## config.mk

```make
export PLATFORM = sky130hd
export DESIGN_NAME = keypad_scan_digit_shifter_top
export DESIGN_NICKNAME = d
export VERILOG_FILES = /design/src/kpsd_pkg.sv /design/src/kpsd_step.sv /design/src/keypad_scan_digit_shifter_top.sv
export SDC_FILE = /design/constraint.sdc
export NUM_CORES = 1
export LEC_CHECK = 0
export BUFFER_PORTS_ARGS = -buffer_cell sky130_fd_sc_hd__buf_2
export CAP_MARGIN = 0
export CORE_AREA = 2 2 89 134
export CTS_BUF_LIST = sky130_fd_sc_hd__clkbuf_16
export DETAILED_ROUTE_END_ITERATION = 7
export DIE_AREA = 0 0 91 136
export HOLD_SLACK_MARGIN = 0.06
export PLACE_DENSITY = 0.58
export SLEW_MARGIN = 40
export SYNTH_ARGS = -nofsm -noshare
export SYNTH_HDL_FRONTEND = slang
export SYNTH_SLANG_ARGS = --single-unit
```

## constraint.sdc

```tcl
create_clock -name clock -period 3.9 [get_ports clock]
set_input_delay 0.195 -clock clock [delete_from_list [all_inputs] [get_ports clock]]
set_output_delay 0.195 -clock clock [all_outputs]
set_load 0.02 [all_outputs]
```

## src/kpsd_pkg.sv

```systemverilog
// Package for the keypad scan digit shifter.
// Widths, codes and the state and result structs shared by the step logic and the top level.
// No dependencies.
package kpsd_pkg;

   localparam int DIGIT_COUNT = 8;
   localparam int DIGIT_W     = 5;
   localparam int COL_W       = 4;
   localparam int ROW_W       = 2;
   localparam int DIGITS_W    = 40;

   localparam logic [DIGIT_W-1:0] BLANK_CODE = DIGIT_W'(16);
   localparam logic [COL_W-1:0]   ROW0_DRIVE = COL_W'(8);

   localparam logic [COL_W-1:0] COL_KEY1 = COL_W'(8);
   localparam logic [COL_W-1:0] COL_KEY2 = COL_W'(4);
   localparam logic [COL_W-1:0] COL_KEY3 = COL_W'(2);
   localparam logic [COL_W-1:0] COL_KEY4 = COL_W'(1);

   typedef logic [DIGIT_COUNT-1:0][DIGIT_W-1:0] digit_bank_type;

   typedef struct packed {
      logic [ROW_W-1:0] row_index;
      logic             lockout;
      logic             direction_mode;
      digit_bank_type   digit_store;
   } scan_state_type;

   typedef struct packed {
      logic [COL_W-1:0]    row_drive;
      logic [DIGITS_W-1:0] digits;
      logic                display_changed;
      logic                locked;
      logic                shift_mode;
   } scan_result_type;

endpackage

```

## src/kpsd_step.sv

```systemverilog
// Next-state and result logic for one keypad polling item.
// Depends on kpsd_pkg.
module kpsd_step
   import kpsd_pkg::*;
(
   input  scan_state_type   cur_state,
   input  logic [COL_W-1:0] column_bits,
   input  logic             button_down,
   output scan_state_type   nxt_state,
   output scan_result_type  result
);

   logic [COL_W-1:0]   key_low;
   logic [ROW_W-1:0]   key_col;
   logic               key_valid;
   logic [DIGIT_W-1:0] key_code;
   logic               changed;

   always_comb begin
      key_col   = '0;
      key_valid = 1'b1;
      unique case (column_bits)
         COL_KEY1: key_col = ROW_W'(0);
         COL_KEY2: key_col = ROW_W'(1);
         COL_KEY3: key_col = ROW_W'(2);
         COL_KEY4: key_col = ROW_W'(3);
         default:  key_valid = 1'b0;
      endcase
      // row*4 + col + 1, key 16 wraps to 0 in four bits
      key_low  = {cur_state.row_index, 2'b00} + {2'b00, key_col} + COL_W'(1);
      key_code = {1'b0, key_low};
   end

   always_comb begin
      nxt_state = cur_state;
      changed   = 1'b0;
      if (!cur_state.lockout) begin
         if (button_down) begin
            nxt_state.digit_store    = {DIGIT_COUNT{BLANK_CODE}};
            nxt_state.direction_mode = !cur_state.direction_mode;
            nxt_state.lockout        = 1'b1;
            changed                  = 1'b1;
         end else begin
            nxt_state.row_index = cur_state.row_index + ROW_W'(1);
            if (key_valid) begin
               if (!cur_state.direction_mode) begin
                  nxt_state.digit_store =
                     {cur_state.digit_store[DIGIT_COUNT-2:0], key_code};
               end else begin
                  nxt_state.digit_store =
                     {key_code, cur_state.digit_store[DIGIT_COUNT-1:1]};
               end
               nxt_state.lockout = 1'b1;
               changed           = 1'b1;
            end
         end
      end else if (!button_down && column_bits == '0) begin
         nxt_state.lockout = 1'b0;
      end
   end

   always_comb begin
      result.row_drive       = ROW0_DRIVE >> nxt_state.row_index;
      result.digits          = DIGITS_W'(nxt_state.digit_store);
      result.display_changed = changed;
      result.locked          = nxt_state.lockout;
      result.shift_mode      = nxt_state.direction_mode;
   end

endmodule

```

## src/keypad_scan_digit_shifter_top.sv

```systemverilog
// Top level of the keypad scan digit shifter: input register, scan state, result register.
// Depends on kpsd_pkg and kpsd_step.
//
//   channel | ports                                  | direction
//   req     | req_valid/ready, column_bits, button   | in
//   rsp     | rsp_valid/ready, row_drive .. shift    | out
//
// One item per clock sustained unless rsp_ready stalls; path: input register, result register.
// State advances when an item moves from the input register into the result register.
// Synchronous reset clears valid flags and scan state; all digits reset to blank.
// A stalled result holds in its register; the input register still takes an item
// while it is empty or the result register is free or being emptied.
module keypad_scan_digit_shifter_top
   import kpsd_pkg::*;
(
   input  logic                clock,
   input  logic                reset,
   input  logic                req_valid,
   output logic                req_ready,
   input  logic [COL_W-1:0]    req_column_bits,
   input  logic                req_button_down,
   output logic                rsp_valid,
   input  logic                rsp_ready,
   output logic [COL_W-1:0]    rsp_row_drive,
   output logic [DIGITS_W-1:0] rsp_digits,
   output logic                rsp_display_changed,
   output logic                rsp_locked,
   output logic                rsp_shift_mode
);

   logic             in_valid_ff;
   logic [COL_W-1:0] in_cols_ff;
   logic             in_btn_ff;

   scan_state_type   state_ff;
   scan_state_type   state_in;
   scan_result_type  result_in;
   scan_result_type  result_ff;
   logic             out_valid_ff;

   logic out_free;
   logic advance;

   assign out_free  = !out_valid_ff || rsp_ready;
   assign advance   = in_valid_ff && out_free;
   assign req_ready = !in_valid_ff || out_free;

   kpsd_step u_step (
      .cur_state   (state_ff),
      .column_bits (in_cols_ff),
      .button_down (in_btn_ff),
      .nxt_state   (state_in),
      .result      (result_in)
   );

   always_ff @(posedge clock) begin
      if (reset) begin
         in_valid_ff <= 1'b0;
      end else if (req_ready) begin
         in_valid_ff <= req_valid;
      end
      if (req_valid && req_ready) begin
         in_cols_ff <= req_column_bits;
         in_btn_ff  <= req_button_down;
      end
   end

   always_ff @(posedge clock) begin
      if (reset) begin
         state_ff.row_index      <= '0;
         state_ff.lockout        <= 1'b0;
         state_ff.direction_mode <= 1'b0;
         state_ff.digit_store    <= {DIGIT_COUNT{BLANK_CODE}};
      end else if (advance) begin
         state_ff <= state_in;
      end
   end

   always_ff @(posedge clock) begin
      if (reset) begin
         out_valid_ff <= 1'b0;
      end else if (out_free) begin
         out_valid_ff <= in_valid_ff;
      end
      if (advance) begin
         result_ff <= result_in;
      end
   end

   assign rsp_valid           = out_valid_ff;
   assign rsp_row_drive       = result_ff.row_drive;
   assign rsp_digits          = result_ff.digits;
   assign rsp_display_changed = result_ff.display_changed;
   assign rsp_locked          = result_ff.locked;
   assign rsp_shift_mode      = result_ff.shift_mode;

endmodule

```

==> results of run 1 <==
## per-layer routing
layer	up-vias	routed length (um)	share of wire [%]	GRT usage, %
met2	47	5259	54	29.71
met4	0	203	2.1	7.576
met3	10	267	2.7	2.772
met1	1515	4065	41	19.19
li1	1556	-	-	-
met5	-	0	0	0
## sequential cells by signal, indices dropped and copies added (netlist names)
name,cells
rsp_shift_mode,1
rsp_digits,40
in_btn_ff,1
in_cols_ff,4
rsp_row_drive,4
in_valid_ff,1
state_ff,44
rsp_locked,1
rsp_valid,1
rsp_display_changed,1
## final timing paths
path                  from            to  slack, ns  depth (start not counted)
max          in_cols_ff[1]  state_ff[18]       1.34                          7
min              req_valid   in_valid_ff       0.08                          3
max reg2reg  in_cols_ff[1]  state_ff[18]       1.34                          7
min reg2reg   state_ff[35]  state_ff[35]       0.48                          2
## through the flow
stage / cells / cell area [um2] / power [mW] / util (%) / hold slack (ns)
global route: 602 / 5150 / 2.345 / 45.61 / 0.1063
floorplan: 399 / 4394 / 1.369 / - / 0.2939
CTS: 601 / 5137 / 2.278 / 45.50 / 0.08063
global placement: 580 / 4792 / 1.443 / 42.44 / 0.3750
detailed placement: 580 / 4806 / 1.447 / 42.56 / 0.3740
finish: 602 / 5150 / 2.261 / 45.61 / 0.08478
## cell usage in the layout, fill, tap and decap left out, drive strengths merged, types with 2 or more instances in the layout
master       synthesis  routed
nor2                61      61
xor2                 3       3
dlygate4sd3          0       5
dfxtp               46      46
a221oi               2       2
o22a                10      10
clkinv               0       4
a21oi               13      13
edfxtp              52      52
a22oi                2       2
buf                 10      64
inv                  8       9
clkbuf              22      10
nor2b                9       9
nor3                12      12
o31ai                2       2
a22o                 5       5
and2                 2       2
a211oi              24      24
nand2               23      23
o211ai               2       2
xnor2                6       6
nand3                2       2
nand2b               3       3
mux2                 2       2
o21ai               16      16
o2bb2ai             19      19
or3                  2       2
o21a                 2       2
mux2i               29      29
## cells by family (layout without fill, tap and decap cells)
kind of cell    count (synthesis)  count (layout)
buf+inv                        40              93
compound gates                 99              99
fa+ha+maj                       1               1
flops                          98              98
xor+xnor                        9               9
mux                            31              31
simple gates                  121             121
## where the power goes
group          internal (mW)  switching [mW]  total [mW]
Sequential              1.13          0.0346        1.17
Combinational         0.0915           0.168       0.259
Clock                  0.463           0.370       0.833
Total                   1.69           0.572        2.26
## cell type report
class                   instances  area (um2)  area share [%]
flip-flops and latches         98        2486           48.27
multi-input cells             261        1770           34.38
repair buffers                 69       391.6           7.604
clock buffers                  10       250.2           4.859
well taps                     150       187.7           3.644
inverters                       8       32.53          0.6317
clock inverters                 6       31.28          0.6074
## worst reg2reg max path, cell delays in order, from the launching register on
cell	delay, ns
edfxtp_1	0.49
xnor2_1	0.40
a211oi_4	0.15
o31ai_2	0.19
buf_4	0.26
nor2b_2	0.52
buf_4	0.34
o2bb2ai_1	0.14
==> impl_metrics.tcl, run 1 <==
set metrics [dict create \
    status "finished clean" \
    cts-resized-gates 0 \
    cts_made_buffers 9 \
    worst_pin_slew_ns 0.8386 \
    cts_tree "yes" \
    synth-edff-count 52 \
    worstPathArrival_ns 2.83 \
    setup_ws_ns 1.339 \
    cts_setup_buffers 0 \
    clockBufferDepth 2 \
    fp.coreArea_um2 11290 \
    clock-root-buffer "clkbuf_16" \
    clkLatencyLatePin_ns 0.35 \
    path_class "reg -> reg" \
    grt_antenna_before_repair 0 \
    post-route-min-period_ns 2.561 \
    syn_nets 409 \
    grt_pass1_wl_um 15740 \
    gp_congestion 0.7818 \
    clk_pin_slew_ns 0.06 \
    rows 48 \
    synth_compound_area_share_pct 18.25 \
    ys_seq_area_share_pct 56.49 \
    fp.dieH_um 136 \
    htree_levels 3 \
    drive_gt1_share_pct 22.12 \
    num_vias 3128 \
    synthXorXnorAreaFrac_pct 1.794 \
    synth_area_leaders "edfxtp_1 (36%), dfxtp_1 (21%), mux2i_1 (6.6%)" \
    firstDrtPassIters 4 \
    wirelength_um 9796 \
    yosysTopAreaCell "edfxtp_1" \
    setup_viol 0 \
    die-area_um2 12380 \
    synth_simple_gate_area_share_pct 12.24 \
    syn_area_per_cell_um2 11.01 \
    grt.total_usage_pct 16.54 \
    ys_async_sr_fraction_pct 0 \
    hold_viol 0 \
    p_per_area_nw_per_um2 439.1 \
    cp_cell_sequence "xnor2_1, a211oi_4, o31ai_2, buf_4, nor2b_2, buf_4, o2bb2ai_1" \
    drcViolationCount 0 \
    cts.sinks 98 \
    dp_hpwl_um 6492 \
    ys.flop_type "edfxtp_1" \
    fmax_mhz 390.5 \
    start_util_pct 38.92 \
    rsz0062_at_grt "no" \
    die_w_um 91 \
    slew_violations 0 \
    yosysUniqueCellTypes 44 \
    io_buffers 57 \
    cpMostUsedCell "buf_4" \
    synth_mux_area_share_pct 7.118 \
    period_share_pct 65.66 \
    leakage_nw 1.878 \
    nNetsFinal 457 \
    via_per_inst 5.196 \
    max-cap-violations 0 \
    cp-start-kind "flip-flop" \
    min_path_type "in -> reg" \
    yosysMostFrequentCell "nor2_1" \
    yosysWarnings 0 \
    yosys_register_bits 98 \
    wl_per_cell_um 16.27 \
    n_antenna_cell 0 \
    netlist_area_um2 4394 \
    cts_hold_buf 5 \
    fin_setup_tns_ns 0 \
    grt_max_degree 50 \
    path_buf_inv 2 \
    slew_headroom_pct 43.57 \
    finClkSkew_ns 0.005242 \
    critPathRequiredTime_ns 4.17 \
    cp_slowest_cell "nor2b_2" \
    slowest_delay_ns 0.52 \
    yosysTopAreaCellShare_pct 35.54 \
    synth_cells 399 \
    synthTopCellsByCount "nor2_1 (60), edfxtp_1 (52), dfxtp_1 (46), mux2i_1 (29)" \
    post-place-ws_ns 1.341 \
    nFillCells 1094 \
    area_growth_pct 17.20 \
    grt_pass1_vias 3030 \
    cp-end-kind "flip-flop" \
    ant_nets 0 \
    synth_top_family_by_area "compound AO/OA/AOI/OAI gates" \
    overflow 0 \
    io_pins 58 \
    worst-path-max-fanout 17 \
    peakVddDrop_uv 213.7 \
    synthAdderAreaFrac_pct 0.2847 \
    cp_top_family "buffers and inverters" \
    first_iter_violations 246 \
]
(Power assumes the default switching activity.)
==> run 2: changes to the inputs <==
- clock period: 3.9 -> 2.4 ns (I/O delays scaled with it)
==> impl_metrics.tcl, run 2 (same netlist as run 1, synthesis figures left out) <==
set metrics [dict create \
    most-common-layout-cells "nor2_1 (60), buf_2 (57), edfxtp_1 (52)" \
    die-area_um2 12380 \
    path_class "reg -> reg" \
    cts_setup_buffers 0 \
    p_per_area_nw_per_um2 695.5 \
    worst_pin_slew_ns 0.6652 \
    worstPathArrival_ns 2.45 \
    regMostFlops "state_ff" \
    swShare_pct 25.92 \
    setup_viol 0 \
    drcViolationCount 0 \
    cp_top_family "simple AND/OR/NAND/NOR gates" \
    dp_hpwl_um 6797 \
    htree_levels 3 \
    clock-root-buffer "clkbuf_16" \
    cp-start-kind "flip-flop" \
    finClkSkew_ns 0.004792 \
    num_vias 3169 \
    placed_area_um2 4925 \
    io_pins 58 \
    cp_slowest_cell "nor4_1" \
    worst-r2r-setup-slack_ns 0.17 \
    p_switching_uw 946.0 \
    critPathRequiredTime_ns 2.62 \
    stdcell_area_um2 5248 \
    hp-start "rsp_ready" \
    io_buffers 57 \
    clk_pin_slew_ns 0.06 \
    via_per_inst 5.153 \
    combinationalPowerShare_pct 12.7 \
    slew_violations 0 \
    post-route-min-period_ns 2.226 \
    nNetsFinal 470 \
    firstDrtPassIters 4 \
    cts-resized-gates 0 \
    start_util_pct 38.92 \
    min_path_cells 3 \
    multi_input_area_um2 1758 \
    cts_hold_buf 6 \
    seq_area_um2 2484 \
    n_antenna_cell 0 \
    fp.coreArea_um2 11290 \
    nFillCells 1117 \
    cts_made_buffers 9 \
    fp.dieH_um 136 \
    grt.total_usage_pct 16.61 \
    rr_worst_depth 6 \
    final_common_cell "nor2_1" \
    cts.sinks 98 \
    r2r_end "state_ff[39]" \
    period_share_pct 92.73 \
    drive_gt1_share_pct 23.66 \
    max-cap-violations 0 \
    path_buf_inv 1 \
    fmax_mhz 449.3 \
    slowest_delay_ns 0.60 \
    hold_viol 0 \
    wirelength_um 9927 \
    ant_nets 0 \
    grt_pass1_wl_um 15930 \
    clkLatencyLatePin_ns 0.35 \
    gp_congestion 0.7765 \
    p_int_mw 2.703 \
    die_w_um 91 \
    overflow 0 \
    cp-end-kind "flip-flop" \
    pwr-share-clk_pct 35.7 \
    leakage_nw 1.942 \
    fin_setup_tns_ns 0 \
    cts_tree "yes" \
    min_path_type "in -> reg" \
    wl_per_cell_um 16.14 \
    rsz0062_at_grt "no" \
    grt_pass1_vias 3069 \
    seq_power_share_pct 51.5 \
    cp_cell_sequence "xnor2_1, a211oi_4, nor2_2, nor4_1, buf_4, a22oi_1" \
    clockBufferDepth 2 \
    rows 48 \
    worst-path-max-fanout 7 \
    first_iter_violations 185 \
    slew_headroom_pct 55.24 \
    r2r_start "in_cols_ff[0]" \
    grt_antenna_before_repair 0 \
    area_growth_pct 19.42 \
    largest_reg_flops 44 \
    grt_max_degree 48 \
    status "finished clean" \
    peakVddDrop_uv 368.7 \
    min_delay_worst_endpoint "rsp_valid" \
]
[run 2: cell types whose count changed in the layout (fill, tap and decap cells not counted), sizes merged]
cell         before  now
clkinv            4    3
dlygate4sd3       5    6
buf              64   76
inv               9   11
clkbuf           10    9
[run 2: metrics by stage]
| step | instances | worst slack [ns] | power [mW] | hold slack, ns | utilization, % |
|---|---|---|---|---|---|
| 3_3_place_gp | 593 | 0.2256 | 2.373 | 0.3012 | 43.62 |
| 4_1_cts | 615 | 0.1548 | 3.698 | 0.08955 | 46.48 |
| 6_report | 615 | 0.1745 | 3.649 | 0.1006 | 46.48 |
| 3_5_place_dp | 593 | 0.1765 | 2.380 | 0.3034 | 43.62 |
| 5_1_grt | 615 | 0.02736 | 3.793 | 0.09910 | 46.48 |
| 2_1_floorplan | 399 | 0.2641 | 2.225 | 0.2189 | - |
[run 2: layout make-up]
cell class              instances  share of cell area (%)
flip-flops and latches         98                   47.33
multi-input cells             261                   33.50
repair buffers                 82                   10.01
clock buffers                   9                   4.292
well taps                     150                   3.577
clock inverters                 7                  0.7153
inverters                       8                  0.5722
[run 2: how the worst max path moves through the flow]
stage,start,to,depth (start not counted)
after CTS,in_cols_ff[0],state_ff[39],6
after floorplan,in_cols_ff[0],state_ff[4],8
after global routing,in_cols_ff[0],state_ff[4],6
after detailed placement,in_cols_ff[0],state_ff[39],6
after global placement,in_cols_ff[0],state_ff[39],6
final,in_cols_ff[0],state_ff[39],6
[run 2: per-layer routing]
metal / GRT usage [%] / up-vias / wire length, um
li1: - / 1591 / -
met1: 18.85 / 1504 / 4014
met2: 29.47 / 58 / 5320
met3: 3.548 / 16 / 318
met4: 8.165 / 0 / 273
met5: 0 / - / 0
[run 2: power by group through the flow]
stage / Sequential, mW / Combinational [mW] / Clock [mW]
after floorplan: 1.96 / 0.266 / 0
after global placement: 1.92 / 0.456 / 0
after detailed placement: 1.92 / 0.462 / 0
after CTS: 1.88 / 0.471 / 1.35
after global routing: 1.89 / 0.508 / 1.40
final: 1.88 / 0.465 / 1.30
[run 2: tightest hold or removal path, stage by stage]
cell	delay (ns)
buf_2	0.08
nand2b_1	0.12
a21oi_1	0.07
==> run 3: changes to the inputs <==
- CORE_AREA: 2 2 89 134 -> 2 2 97 123
- DIE_AREA: 0 0 91 136 -> 0 0 99 125
==> impl_metrics.tcl, run 3 (same netlist as run 1, synthesis figures left out) <==
set metrics [dict create \
    final_common_cell "nor2_1" \
    via_per_inst 5.305 \
    cp-end-kind "flip-flop" \
    dp_hpwl_um 6306 \
    start_util_pct 38.94 \
    cp-start-kind "flip-flop" \
    grt_max_degree 32 \
    min_path_cells 3 \
    worst-path-max-fanout 18 \
    fp.coreArea_um2 11290 \
    nFillCells 1052 \
    status "finished clean" \
    cts_setup_buffers 0 \
    drcViolationCount 0 \
    grt_antenna_before_repair 0 \
    finClkSkew_ns 0.004369 \
    leakage_nw 1.951 \
    period_share_pct 90.96 \
    wirelength_um 9411 \
    r2r_end "state_ff[18]" \
    grt.total_usage_pct 15.57 \
    grt_pass1_wl_um 15350 \
    critPathRequiredTime_ns 2.67 \
    worstPathArrival_ns 2.45 \
    clockBufferDepth 2 \
    rsz0062_at_grt "no" \
    min_delay_worst_endpoint "rsp_valid" \
    setup_viol 0 \
    hp-start "rsp_ready" \
    slew_headroom_pct 56.18 \
    largest_reg_flops 44 \
    grt_pass1_vias 3099 \
    rows 44 \
    n_antenna_cell 0 \
    worst_pin_slew_ns 0.6572 \
    nNetsFinal 470 \
    first_iter_violations 170 \
    clock-root-buffer "clkbuf_16" \
    cts.sinks 98 \
    peakVddDrop_uv 354.0 \
    ant_nets 0 \
    htree_levels 3 \
    fin_setup_tns_ns 0 \
    cts_made_buffers 9 \
    p_per_area_nw_per_um2 707.1 \
    fin_cells 603 \
    slew_violations 0 \
    fmax_mhz 458.1 \
    area_growth_pct 19.45 \
    io_buffers 57 \
    clk_pin_slew_ns 0.06 \
    cts_tree "yes" \
    hold_viol 0 \
    wl_per_cell_um 15.61 \
    drive_gt1_share_pct 23.23 \
    firstDrtPassIters 4 \
    worst-r2r-setup-slack_ns 0.22 \
    post-route-min-period_ns 2.183 \
    most-common-layout-cells "nor2_1 (60), buf_2 (57), edfxtp_1 (52)" \
    max-cap-violations 0 \
    r2r_start "in_cols_ff[0]" \
    num_vias 3199 \
    die_w_um 99 \
    path_class "reg -> reg" \
    gp_congestion 0.7660 \
    regMostFlops "state_ff" \
    io_pins 58 \
    dp.cells 581 \
    die-area_um2 12380 \
    fp.dieH_um 125 \
    rr_worst_depth 6 \
    clkLatencyLatePin_ns 0.34 \
    overflow 0 \
    min_path_type "in -> reg" \
]
==> run 3: changes by cell type in the layout (fill, tap and decap cells not counted), sizes merged <==
cell,change
bufinv,+1
inv,-1
clkinvlp,-1
clkinv,+1
==> run 3: per-layer routing <==
layer	up-vias	GRT usage, %	part of all wire (%)
li1	1576	-	-
met1	1570	20.14	46
met2	43	25.36	49
met3	10	3.857	3.4
met4	0	5.479	1.1
met5	-	0	0
==> run 3: how the worst max path moves through the flow <==
stage	start	end	depth (start not counted)
2_1_floorplan	in_cols_ff[0]	state_ff[4]	8
3_3_place_gp	in_cols_ff[0]	rsp_digits[10]	6
3_5_place_dp	in_cols_ff[0]	rsp_digits[13]	6
4_1_cts	in_cols_ff[0]	rsp_digits[13]	6
5_1_grt	in_cols_ff[0]	rsp_digits[23]	6
6_report	in_cols_ff[0]	state_ff[18]	6
==> run 3: stage by stage <==
| step | setup slack [ns] | hold WS (ns) | instance area (um2) | total power, mW | util (%) |
|---|---|---|---|---|---|
| 2_1_floorplan | 0.2641 | 0.2189 | 4394 | 2.225 | - |
| 3_3_place_gp | 0.2696 | 0.2975 | 4910 | 2.367 | 43.50 |
| 3_5_place_dp | 0.2536 | 0.2981 | 4910 | 2.377 | 43.50 |
| 4_1_cts | 0.2260 | 0.1084 | 5249 | 3.750 | 46.51 |
| 5_1_grt | 0.06859 | 0.1342 | 5249 | 3.868 | 46.51 |
| 6_report | 0.2169 | 0.1120 | 5249 | 3.712 | 46.51 |
==> run 3: power by group <==
group / internal (mW) / leakage (nW) / switching [mW]
Sequential: 1.84 / 0.865 / 0.0436
Combinational: 0.170 / 0.942 / 0.286
Clock: 0.787 / 0.144 / 0.581
Total: 2.80 / 1.95 / 0.910
==> run 3: timing repair <==
item / CTS / global route
endpoints found under the hold margin: 6 / 0
gates resized for setup: 0 / 0
hold buffers: 6 / 0
==> run 3: layout make-up <==
type | count | area (um2) | area share (%)
Clock buffer | 9 | 225.2 | 4.291
Clock inverter | 7 | 53.80 | 1.025
Inverter | 8 | 30.03 | 0.5721
Multi-Input combinational cell | 261 | 1758 | 33.49
Sequential cell | 98 | 2484 | 47.32
Tap cell | 138 | 172.7 | 3.290
Timing Repair Buffer | 82 | 525.5 | 10.01
==> run 3: worst max-delay path, cell delays in order, from the launching register on <==
cell and delay (ns):
edfxtp_1 0.50, xnor2_1 0.23, a211oi_4 0.38, nor2_2 0.08, or4_1 0.50, buf_4 0.24
o2bb2ai_1 0.18
